File: src/design/scda_pkg.sv
`timescale 1ns / 1ps
// ----------------------------------------------------------------------------
// scda_pkg: shared types and constants
// Item structs, command and actuator codes, and frame layout constants.
// ----------------------------------------------------------------------------
package scda_pkg;

  // Frame layout
  localparam logic [3:0] HEADER_LEN = 4'd5;
  localparam logic [3:0] FRAME_LEN  = 4'd13;
  localparam logic [3:0] POS_START  = 4'd1;

  // Shift command bytes
  localparam logic [7:0] CMD_UP      = 8'h75;  // 'u'
  localparam logic [7:0] CMD_DOWN    = 8'h64;  // 'd'
  localparam logic [7:0] CMD_NEUTRAL = 8'h6E;  // 'n'

  // Reset values
  localparam logic [9:0] PULSE_RESET = 10'd100;
  localparam logic [7:0] GAP_RESET   = 8'd5;
  localparam logic [9:0] START_DELAY = 10'd10;

  // Item operation codes
  localparam logic OP_BYTE = 1'b0;
  localparam logic OP_TICK = 1'b1;

  // Config register indexes
  localparam logic REG_PULSE = 1'b0;
  localparam logic REG_GAP   = 1'b1;

  // Actuator selection, one-hot
  typedef enum logic [3:0] {
    ACT_NONE   = 4'b0001,
    ACT_UP     = 4'b0010,
    ACT_DOWN   = 4'b0100,
    ACT_CLUTCH = 4'b1000
  } act_t;

  // Timer phase, one-hot
  typedef enum logic [1:0] {
    PH_GAP   = 2'b01,
    PH_PULSE = 2'b10
  } phase_t;

  typedef struct packed {
    logic       operation;
    logic [7:0] rx_byte;
  } in_item_t;

  typedef struct packed {
    logic       up_air;
    logic       down_air;
    logic       clutch_drive;
    logic [7:0] command_now;
    logic       header_locked;
  } out_item_t;

  // Decoded item handed from front to back
  typedef struct packed {
    logic       is_tick;
    logic [7:0] rx_byte;
    act_t       cmd_act;
  } mid_item_t;

endpackage

File: src/design/scda_fifo.sv
`timescale 1ns / 1ps
// ----------------------------------------------------------------------------
// scda_fifo: small register queue
// Push/full on the write side, pop/empty on the read side, head shown on dout.
// ----------------------------------------------------------------------------
module scda_fifo #(
  parameter int DEPTH = 2,
  parameter int WIDTH = 8
) (
  input  logic             clk,
  input  logic             rst_n,
  input  logic             push,
  input  logic [WIDTH-1:0] din,
  output logic             full,
  input  logic             pop,
  output logic [WIDTH-1:0] dout,
  output logic             empty
);

  localparam int PW = (DEPTH > 1) ? $clog2(DEPTH) : 1;
  localparam int CW = $clog2(DEPTH + 1);

  logic [WIDTH-1:0] mem_r [DEPTH];
  logic [PW-1:0]    wr_ptr_r, wr_ptr_nxt;
  logic [PW-1:0]    rd_ptr_r, rd_ptr_nxt;
  logic [CW-1:0]    count_r, count_nxt;
  logic             do_push, do_pop;

  assign full    = (count_r == CW'(DEPTH));
  assign empty   = (count_r == '0);
  assign do_push = push && !full;
  assign do_pop  = pop && !empty;
  assign dout    = mem_r[rd_ptr_r];

  always_comb begin
    wr_ptr_nxt = wr_ptr_r;
    rd_ptr_nxt = rd_ptr_r;
    count_nxt  = count_r;
    if (do_push) begin
      wr_ptr_nxt = (wr_ptr_r == PW'(DEPTH - 1)) ? '0 : wr_ptr_r + 1'b1;
    end
    if (do_pop) begin
      rd_ptr_nxt = (rd_ptr_r == PW'(DEPTH - 1)) ? '0 : rd_ptr_r + 1'b1;
    end
    if (do_push && !do_pop) begin
      count_nxt = count_r + 1'b1;
    end else if (do_pop && !do_push) begin
      count_nxt = count_r - 1'b1;
    end
  end

  always_ff @(posedge clk) begin
    if (!rst_n) begin
      wr_ptr_r <= '0;
      rd_ptr_r <= '0;
      count_r  <= '0;
    end else begin
      wr_ptr_r <= wr_ptr_nxt;
      rd_ptr_r <= rd_ptr_nxt;
      count_r  <= count_nxt;
    end
  end

  always_ff @(posedge clk) begin
    if (do_push) begin
      mem_r[wr_ptr_r] <= din;
    end
  end

  a_count_bound: assert property (@(posedge clk) disable iff (!rst_n)
    count_r <= CW'(DEPTH))
    else $error("queue count above depth");

  a_push_only_grows: assert property (@(posedge clk) disable iff (!rst_n)
    (do_push && !do_pop) |=> (count_r == $past(count_r) + 1'b1))
    else $error("queue count did not grow on lone transfer in");

endmodule

File: src/design/scda_front.sv
`timescale 1ns / 1ps
// ----------------------------------------------------------------------------
// scda_front: item intake and classifier
// Tags each item as byte or tick, pre-decodes the command class, and queues it.
// ----------------------------------------------------------------------------
module scda_front #(
  parameter int DEPTH = 2
) (
  input  logic                 clk,
  input  logic                 rst_n,
  input  logic                 push,
  input  scda_pkg::in_item_t   in_item,
  output logic                 full,
  input  logic                 mid_pop,
  output scda_pkg::mid_item_t  mid_item,
  output logic                 mid_empty
);

  scda_pkg::mid_item_t dec;
  logic [$bits(scda_pkg::mid_item_t)-1:0] mid_raw;

  always_comb begin
    dec.is_tick = (in_item.operation == scda_pkg::OP_TICK);
    dec.rx_byte = in_item.rx_byte;
    case (in_item.rx_byte)
      scda_pkg::CMD_UP:      dec.cmd_act = scda_pkg::ACT_UP;
      scda_pkg::CMD_DOWN:    dec.cmd_act = scda_pkg::ACT_DOWN;
      scda_pkg::CMD_NEUTRAL: dec.cmd_act = scda_pkg::ACT_CLUTCH;
      default:               dec.cmd_act = scda_pkg::ACT_NONE;
    endcase
  end

  scda_fifo #(
    .DEPTH (DEPTH),
    .WIDTH ($bits(scda_pkg::mid_item_t))
  ) u_mid_q (
    .clk   (clk),
    .rst_n (rst_n),
    .push  (push),
    .din   (dec),
    .full  (full),
    .pop   (mid_pop),
    .dout  (mid_raw),
    .empty (mid_empty)
  );

  assign mid_item = scda_pkg::mid_item_t'(mid_raw);

endmodule

File: src/design/scda_back.sv
`timescale 1ns / 1ps
// ----------------------------------------------------------------------------
// scda_back: deframer and actuator timer
// Applies one decoded item per cycle while the status queue has room; queues its status.
// ----------------------------------------------------------------------------
module scda_back #(
  parameter int DEPTH = 2
) (
  input  logic                 clk,
  input  logic                 rst_n,
  input  logic                 cfg_we,
  input  logic                 cfg_addr,
  input  logic [9:0]           cfg_wdata,
  output logic                 mid_pop,
  input  scda_pkg::mid_item_t  mid_item,
  input  logic                 mid_empty,
  input  logic                 pop,
  output scda_pkg::out_item_t  out_item,
  output logic                 empty
);

  logic [9:0]       pulse_r;
  logic [7:0]       gap_r;
  logic [3:0]       pos_r, pos_nxt;
  logic [7:0]       cmd_r, cmd_nxt;
  scda_pkg::act_t   cls_r, cls_nxt;  // decoded class of stored command
  scda_pkg::act_t   act_r, act_nxt;
  scda_pkg::phase_t phase_r, phase_nxt;
  logic [9:0]       cnt_r, cnt_nxt;
  logic [9:0]       cnt_dec;
  logic             out_full;
  logic             step;
  scda_pkg::out_item_t res;
  logic [$bits(scda_pkg::out_item_t)-1:0] out_raw;

  assign step    = !mid_empty && !out_full;
  assign mid_pop = step;
  assign cnt_dec = (cnt_r != '0) ? cnt_r - 1'b1 : '0;

  always_comb begin
    pos_nxt   = pos_r;
    cmd_nxt   = cmd_r;
    cls_nxt   = cls_r;
    act_nxt   = act_r;
    phase_nxt = phase_r;
    cnt_nxt   = cnt_r;
    if (!mid_item.is_tick) begin
      if (pos_r >= scda_pkg::FRAME_LEN) begin
        pos_nxt = scda_pkg::POS_START;
      end else if (pos_r <= scda_pkg::HEADER_LEN) begin
        pos_nxt = (mid_item.rx_byte == {4'd0, pos_r}) ? pos_r + 1'b1 : scda_pkg::POS_START;
      end else begin
        if (pos_r == scda_pkg::HEADER_LEN + 1'b1) begin
          cmd_nxt = mid_item.rx_byte;
          cls_nxt = mid_item.cmd_act;
        end
        pos_nxt = pos_r + 1'b1;
      end
    end else begin
      cnt_nxt = cnt_dec;
      if (cnt_dec == '0) begin
        if (phase_r == scda_pkg::PH_PULSE) begin
          act_nxt   = scda_pkg::ACT_NONE;
          phase_nxt = scda_pkg::PH_GAP;
          cnt_nxt   = {2'd0, gap_r};
        end else begin
          act_nxt = cls_r;
          if (cls_r != scda_pkg::ACT_NONE) begin
            phase_nxt = scda_pkg::PH_PULSE;
            cnt_nxt   = pulse_r;
          end else begin
            cnt_nxt = {2'd0, gap_r};
          end
        end
      end
    end
  end

  always_comb begin
    res.up_air        = (act_nxt == scda_pkg::ACT_UP);
    res.down_air      = (act_nxt == scda_pkg::ACT_DOWN);
    res.clutch_drive  = (act_nxt == scda_pkg::ACT_CLUTCH);
    res.command_now   = cmd_nxt;
    res.header_locked = (pos_nxt > scda_pkg::HEADER_LEN);
  end

  always_ff @(posedge clk) begin
    if (!rst_n) begin
      pulse_r <= scda_pkg::PULSE_RESET;
      gap_r   <= scda_pkg::GAP_RESET;
    end else if (cfg_we) begin
      case (cfg_addr)
        scda_pkg::REG_PULSE: pulse_r <= cfg_wdata;
        scda_pkg::REG_GAP:   gap_r   <= cfg_wdata[7:0];
        default:             pulse_r <= pulse_r;
      endcase
    end
  end

  always_ff @(posedge clk) begin
    if (!rst_n) begin
      pos_r   <= scda_pkg::POS_START;
      cmd_r   <= '0;
      cls_r   <= scda_pkg::ACT_NONE;
      act_r   <= scda_pkg::ACT_NONE;
      phase_r <= scda_pkg::PH_GAP;
      cnt_r   <= scda_pkg::START_DELAY;
    end else if (step) begin
      pos_r   <= pos_nxt;
      cmd_r   <= cmd_nxt;
      cls_r   <= cls_nxt;
      act_r   <= act_nxt;
      phase_r <= phase_nxt;
      cnt_r   <= cnt_nxt;
    end
  end

  scda_fifo #(
    .DEPTH (DEPTH),
    .WIDTH ($bits(scda_pkg::out_item_t))
  ) u_out_q (
    .clk   (clk),
    .rst_n (rst_n),
    .push  (step),
    .din   (res),
    .full  (out_full),
    .pop   (pop),
    .dout  (out_raw),
    .empty (empty)
  );

  assign out_item = scda_pkg::out_item_t'(out_raw);

  a_pulse_has_output: assert property (@(posedge clk) disable iff (!rst_n)
    (phase_r == scda_pkg::PH_PULSE) == (act_r != scda_pkg::ACT_NONE))
    else $error("actuator drive out of step with timer phase");

  a_pos_range: assert property (@(posedge clk) disable iff (!rst_n)
    (pos_r != '0) && (pos_r <= scda_pkg::FRAME_LEN))
    else $error("frame position out of range");

  a_byte_keeps_timer: assert property (@(posedge clk) disable iff (!rst_n)
    (step && !mid_item.is_tick) |=> ($stable(cnt_r) && $stable(act_r) && $stable(phase_r)))
    else $error("serial byte disturbed the actuator timer");

endmodule

File: src/design/shift_command_deframer_actuator.sv
`timescale 1ns / 1ps
// ----------------------------------------------------------------------------
// shift_command_deframer_actuator: serial shift command deframer and timer
// Locks onto framed serial commands and pulses the up, down or clutch drive
// on millisecond ticks.
// ----------------------------------------------------------------------------
//  Channel  | Ports                          | Transfer when
//  ---------+--------------------------------+-------------------------------
//  input    | push, full, in_item            | push && !full
//  result   | pop, empty, out_item           | pop && !empty
//  config   | cfg_we, cfg_addr, cfg_wdata    | cfg_we
//
// One result per input item. An item waits in the front queue until the back
// applies it and writes its result into the result queue, from which it can be
// popped; one item per cycle is sustained while the result side keeps popping.
// Reset (rst_n low, synchronous) empties both queues and loads start-up state.
// A stalled result side fills the output queue, then the front queue, and
// only then raises full.
// ----------------------------------------------------------------------------
module shift_command_deframer_actuator #(
  parameter int QUEUE_DEPTH = 2
) (
  input  logic                clk,
  input  logic                rst_n,
  // input channel
  input  logic                push,
  input  scda_pkg::in_item_t  in_item,
  output logic                full,
  // result channel
  input  logic                pop,
  output scda_pkg::out_item_t out_item,
  output logic                empty,
  // configuration
  input  logic                cfg_we,
  input  logic                cfg_addr,
  input  logic [9:0]          cfg_wdata
);

  // Front to back hand-off
  scda_pkg::mid_item_t mid_item;
  logic                mid_pop;
  logic                mid_empty;

  // Front: tags bytes vs ticks, pre-decodes the command byte class.
  scda_front #(
    .DEPTH (QUEUE_DEPTH)
  ) u_front (
    .clk       (clk),
    .rst_n     (rst_n),
    .push      (push),
    .in_item   (in_item),
    .full      (full),
    .mid_pop   (mid_pop),
    .mid_item  (mid_item),
    .mid_empty (mid_empty)
  );

  // Back: frame position counter, command store, pulse/gap countdown,
  // and the result queue.
  scda_back #(
    .DEPTH (QUEUE_DEPTH)
  ) u_back (
    .clk       (clk),
    .rst_n     (rst_n),
    .cfg_we    (cfg_we),
    .cfg_addr  (cfg_addr),
    .cfg_wdata (cfg_wdata),
    .mid_pop   (mid_pop),
    .mid_item  (mid_item),
    .mid_empty (mid_empty),
    .pop       (pop),
    .out_item  (out_item),
    .empty     (empty)
  );

endmodule

File: config.mk
export PLATFORM = sky130hd
export DESIGN_NAME = shift_command_deframer_actuator
export DESIGN_NICKNAME = d
export VERILOG_FILES = /design/src/design/scda_pkg.sv /design/src/design/scda_fifo.sv /design/src/design/scda_front.sv /design/src/design/scda_back.sv /design/src/design/shift_command_deframer_actuator.sv
export SDC_FILE = /design/constraint.sdc
export NUM_CORES = 1
export LEC_CHECK = 0
export CORE_MARGIN = 2
export CORE_UTILIZATION = 40
export DETAILED_ROUTE_END_ITERATION = 6
export DONT_BUFFER_PORTS = 1
export SLEW_MARGIN = 30
export SYNTH_ARGS = -nofsm -noshare
export SYNTH_HDL_FRONTEND = slang
export SYNTH_SLANG_ARGS = --single-unit
export TNS_END_PERCENT = 50
File: constraint.sdc
create_clock -name clk -period 7 [get_ports clk]
set_input_delay 0 -clock clk [delete_from_list [all_inputs] [get_ports clk]]
set_output_delay 0 -clock clk [all_outputs]
set_load 0.005 [all_outputs]
# Yosys cells after proc, flatten, opt, wreduce, memory -nomap -nowiden
# Memory sizes are Yosys's and may differ from the RTL's. A register that Yosys moved wholly into a read port is not among the register bits.
# Index checks and enable logic that the tools add are counted.
# totals
register_bits,58
ram_bits,50
input_bits,25
output_inout_bits,14
elab_cells,108
n_memories,2
# op_classes
addsub,10
order_cmp,3
eq_ne,12
n_mux,34
n_bitwise,4
reduce_logical,29
# memory_table
memory,words,word_bits,read_ports,rd_clocked_by_memory_dff,write_ports,line_no,source
u_front.u_mid_q.mem_r,2,13,1,1,1,scda_fifo.sv:23,logic [WIDTH-1:0] mem_r [DEPTH];
u_back.u_out_q.mem_r,2,12,1,1,1,scda_fifo.sv:23,
# ops
op,n
10-bit two-way mux,4
8-bit two-way mux,4
4-bit two-way mux,7
8-bit by 7-bit equality test with 1-bit output (second input constant),3
1-bit two-way mux,12
2-bit two-way mux,6
4-bit one-hot mux with 3 select lines,1
10-bit logical NOT,1
10-bit nonzero test,1
10-bit by 1-bit subtractor with 10-bit output (second input constant),1
1-bit logical AND,9
4-bit by 3-bit equality test with 1-bit output (second input constant),2
8-bit by 4-bit equality test with 1-bit output,1
1-bit logical NOT,8
2-bit equality test (second input constant),3
2-bit AND reduction,3
2-bit nonzero test,3
5-bit AND reduction,1
1-bit adder (second input constant),4
2-bit by 1-bit adder with 2-bit output (second input constant),2
4-bit by 1-bit adder with 4-bit output (second input constant),1
4-bit by 2-bit equality test with 1-bit output (second input constant),1
4-bit equality test (second input constant),1
4-bit >= comparator (second input constant),1
7 further kinds,12

# Longest topological paths before layout
# depth
ltp_word,8
mapped_depth,9

# Cells and area by module
# Synthesis repeated with hierarchy kept, for this count alone.
# hier_totals
cells_unflattened,470
hier_area_um2,5136.2
# by_module_without_submodules
mod,instances,cells_per_inst,area_each_um2
scda_back,1,331,2810.2
scda_fifo at u_front.u_mid_q,1,65,1166.1
scda_fifo at u_back.u_out_q,1,62,1094.8
scda_front,1,12,65.1

# Worst setup path after synthesis
# No wires, ideal clock.
# synth_timing
kind,register to register
start,reg u_back.cnt_r[2]
end,mem u_back.u_out_q.mem_r[0][11] (netlist bit) (data pin)
setup_time_ns,0.266
t_arrival_ns,2.280
required_time_ns,6.734
path_slack_ns,4.454
stages_incl_launch_ff,9
synth_period_minus_slack_ns,2.546
path_cell_list,dfxtp_1 > buf_6 > or4_4 > buf_6 > nor4_4 > o21a_2 > o21ai_2 > nor3_4 > mux2_1
# synth_rtl
item,line_no,source
start: declaration,scda_back.sv:29,"logic [9:0] cnt_r, cnt_nxt;"
start signal: assignment,scda_back.sv:107,cnt_r <= scda_pkg::START_DELAY;
start signal: assignment,scda_back.sv:114,cnt_r <= cnt_nxt;
end: declaration,scda_fifo.sv:23,

==> results.txt <==
Timing analysis after detailed placement gives a worst setup slack of 3.41 ns. The net count of the mapped netlist came out at 518. The largest net degree at the start of global routing is 67.

The die boundary width came out at 117 um. The number of placed instances, taps included came out at 638. In this run the critical register-to-register path is captured at u_back.cmd_r[1]. The number of global-route vias before repair is 3314. Setup repair after global routing left no endpoint under its margin. The detailed-route wire length per cell is 14.6 um. The mapped netlist covers 5090 um2. The number of antenna diodes came out at 0. The starting utilization of the core area came out at 40.6%.

The clock latency on the worst-skew pair came out at 0.34 ns. Across the routed clock network, the largest skew measured is 0.00731 ns. Headroom to the max-slew limit came out at 39.2%.

The worst setup path is launched from a register. The port buffer count is 0. The CTS buffer count came out at 9. The net count reported at finish came out at 532. After synthesis, the share of flip-flops with an asynchronous set or reset is 0%. The half-perimeter wire length after placement came out at 6970 um. The slowest stage of the critical path belongs to the cell sky130_fd_sc_hd__dfxtp_1. Global routing consumed, over all layers together, 15.0% of the routing resources. The share of power burned in registers came out at 49.5%. Summed over all failing endpoints, the final setup total negative slack is 0 ns.

In this run the biggest area consumer among cell types represents 29.5% of the synthesized area. The final core utilization came out at 46.1%. The slack of the critical path came out at 3.46 ns. Walking the worst path, the cells encountered are mux2i_1, nand4b_1, nor2_1, buf_4, nand2_1, o211a_1. The core footprint came out at 12500 um2. Together, buffers and inverters on the worst path number 1. The number of hold violations in the final report came to 0. The initial antenna violation count was 0. The total number of vias came out at 3489. The final-report max-slew violation count came out at 0. The die area came out at 13600 um2. Counting I/O delays and the setup requirement, the final critical path takes 3.54 ns.

The number of warnings issued by yosys is 0. For this design the static power due to leakage is 2.07 nW. The layout overhead on the synthesized area is 13.3%. The post-CTS resize count came out at 0. The post-route fraction of the period consumed by the critical path came out at 50.6%.

At the pin with the least slew margin, the transition time is 0.911 ns. Summing all multi-input logic gate instances after layout gives 2260 um2. The relative contribution of combinational cells to total power is 22.6%.

STA classifies the critical path endpoint as a register. For the worst flop-to-flop path, the logic depth is 6. The total global routing overflow is 0. The number of synthesized register bits is 110. The number of different library cells in the post-synthesis netlist came out at 61. The switching power of the nets came out at 531 uW.

The type of the worst min-delay path is in2reg. The top routing layer in use is met4. The fraction of layout cells with a size suffix above 1 came out at 9.90%. The cell type group with the largest total delay on the critical path is simple AND/OR/NAND/NOR gates. The first-pass iteration count of the detailed router is 7. Wire segments on met2 add up to 4420 um in the final route.

The register clock-pin slew on the reported worst setup and hold paths is 0.07 ns. Leaving out fill and tap cells, the most frequent cell in the layout is sky130_fd_sc_hd__nand2_1. The largest single stage delay on the critical path is 0.92 ns. Of all cell types, the one taking the most synthesized area is sky130_fd_sc_hd__edfxtp_1. The maximum achievable frequency came out at 282 MHz.

The cell count along the critical path is 6. The cell internal power dissipation is 1.21 mW. The CTS tree is built. CTS placed an instance of sky130_fd_sc_hd__clkbuf_16 at the clock tree root. The library cells used most frequently in the layout, excluding fill and tap cells, are sky130_fd_sc_hd__nand2_1 (75), sky130_fd_sc_hd__dfxtp_1 (60), sky130_fd_sc_hd__edfxtp_1 (50).

The post-synthesis area per instance came out at 10.5 um2. The number of enable-type register cells in the synthesized netlist is 50. The clock network is responsible for 27.9% of the overall power.

Synthesis handed over a netlist of 486 instances. The critical path is of the reg2reg type. In this run the worst setup path terminates at u_back.cmd_r[1]. The power density over the cells is 302 nW/um2. The critical path data required time is 7.24 ns. The H-tree was split into 3 levels. Of all nets on the critical path, the largest fanout is 20. The total number of placement rows is 41. The most used flip-flop cell after synthesis is sky130_fd_sc_hd__dfxtp_1. Setup violations remaining at the end of the flow were counted as 0. CTS saw 110 sinks. The max-capacitance violation count came out at 0. The worst register-to-register path has a setup slack of 3.46 ns. The final wirelength came out at 9880 um.

The height of the die is 117 um. The wire length of the first global-routing pass is 16100 um. The filler cells instantiated in the layout total 1190. The detailed router finished its first iteration with 206 violations.

The detail route stage leaves a number of antenna-violating nets equal to 0. The count of boundary I/O pins came out at 39. In the post-synthesis netlist, the biggest area contributors are sky130_fd_sc_hd__edfxtp_1 (30%), sky130_fd_sc_hd__dfxtp_1 (24%), sky130_fd_sc_hd__nand2_1 (5.5%), sky130_fd_sc_hd__mux2i_1 (4.9%), sky130_fd_sc_hd__mux2_2 (3.1%).

The detailed router put a total of 5000 um of wire on met1. The worst supply voltage drop on vdd came out at 0.132 mV. The maximum number of buffers from clock root to sink came out at 2. The register cell area after layout came out at 2700 um2.

The flow ran to the end, and the final reports show no timing, DRC or antenna violations. The final standard cell count with taps included and fillers excluded is 677. The part of the Yosys area used for sequential elements came out at 53.1%.

The routed length on met3 came out at 246 um. In this run switching power makes up 30.5% of total power. The mean number of vias per cell came out at 5.15.

The DRC violation count after routing is 0. The final weighted congestion in routability-driven placement is 0.828. The data arrival time of the critical path is 3.79 ns.
## power groups by stage
stage	Clock, mW	Combinational (mW)	Sequential (mW)
after CTS	0.500	0.402	0.864
after floorplan	0	0.327	0.839
after detailed placement	0	0.381	0.878
after global placement	0	0.370	0.873
final	0.487	0.394	0.863
after global routing	0.528	0.448	0.879
## synthesized netlist by cell type, types with 3 or more instances
cell	instances
sky130_fd_sc_hd__a21boi_0	16
sky130_fd_sc_hd__a21oi_1	10
sky130_fd_sc_hd__and2_1	12
sky130_fd_sc_hd__and3_1	3
sky130_fd_sc_hd__buf_1	5
sky130_fd_sc_hd__clkbuf_1	13
sky130_fd_sc_hd__dfxtp_1	60
sky130_fd_sc_hd__edfxtp_1	50
sky130_fd_sc_hd__ha_1	7
sky130_fd_sc_hd__inv_1	13
sky130_fd_sc_hd__mux2_2	14
sky130_fd_sc_hd__mux2i_1	25
sky130_fd_sc_hd__nand2_1	75
sky130_fd_sc_hd__nand2b_1	6
sky130_fd_sc_hd__nand3_1	17
sky130_fd_sc_hd__nand4b_1	3
sky130_fd_sc_hd__nor2_1	25
sky130_fd_sc_hd__nor2b_1	6
sky130_fd_sc_hd__nor3_1	11
sky130_fd_sc_hd__nor4_1	4
sky130_fd_sc_hd__nor4b_1	4
sky130_fd_sc_hd__o211a_1	12
sky130_fd_sc_hd__o21a_1	4
sky130_fd_sc_hd__o21ai_0	24
sky130_fd_sc_hd__o21ai_1	8
sky130_fd_sc_hd__o31a_1	3
sky130_fd_sc_hd__or3_1	5
sky130_fd_sc_hd__xnor2_1	8
## sequential cells by signal (all words and copies together) (netlist names), 2 cells and up, named ones only
register                 count
u_back.u_out_q.count_r       2
u_back.pulse_r              10
u_back.pos_r                 4
u_back.act_r                 4
u_back.u_out_q.mem_r        24
u_front.u_mid_q.count_r      2
u_back.cnt_r                10
u_back.phase_r               2
u_back.gap_r                 8
u_back.cmd_r                 8
u_front.u_mid_q.mem_r       26
u_back.cls_r                 4
## area by class of cell
| class | instances | share of cell area [%] |
|---|---|---|
| clock inverters | 5 | 0.868 |
| clock buffers | 11 | 4.10 |
| flip-flops and latches | 110 | 46.9 |
| well taps | 172 | 3.73 |
| multi-input cells | 342 | 39.1 |
| repair buffers | 24 | 4.43 |
| inverters | 13 | 0.847 |
## worst min path at each step
| stage | startpoint | endpoint | slack [ns] | depth (start not counted) |
|---|---|---|---|---|
| after floorplan | in_item[6] | u_front.u_mid_q.mem_r[0][10] | 0.1 | 0 |
| after global placement | rst_n | u_back.pos_r[0] | 0.07 | 1 |
| after detailed placement | rst_n | u_back.act_r[0] | 0.08 | 1 |
| after CTS | push | u_front.u_mid_q.wr_ptr_r | 0.0007 | 3 |
| after global routing | push | u_front.u_mid_q.wr_ptr_r | 0.04 | 3 |
| final | push | u_front.u_mid_q.wr_ptr_r | 0.02 | 3 |
## layer usage
metal / vias up / track usage [%]
met5: - / 0
met4: 0 / 5.88
met3: 18 / 3.09
met2: 39 / 22.9
met1: 1646 / 21.1
li1: 1786 / -
## stage by stage
| stage | power [mW] | area [um2] | hold slack, ns |
|---|---|---|---|
| 6_report | 1.74 | 5760 | 0.0214 |
| 5_1_grt | 1.85 | 5760 | 0.0423 |
| 4_1_cts | 1.77 | 5760 | 0.000656 |
| 3_5_place_dp | 1.26 | 5230 | 0.0752 |
| 3_3_place_gp | 1.24 | 5220 | 0.0728 |
| 2_1_floorplan | 1.17 | 5090 | 0.0989 |
## worst reg2reg max path: cells and delay by family (launching register included)
kind	cells	cell delay, ns
DFF	1	0.92
AOI/OAI and AO/OA	1	0.14
buffers and inverters	1	0.30
muxes	1	0.78
and+or+nand+nor	3	1.32
## kinds of logic after synthesis
family | count (synthesis) | share of synthesized area, %
AOI/OAI and AO/OA | 98 | 13.7
xor gates and xnor gates | 10 | 1.72
adders and majority gates | 7 | 1.72
buffers and inverters | 34 | 2.83
DFF | 110 | 53.1
muxes | 40 | 8.24
and+or+nand+nor | 187 | 18.7
## timing repair
action,in CTS,in global routing
hold buffers,23,0
buffers inserted,0,0
hold endpoints to repair,84,0
Power figures use the tool's default switching activity.
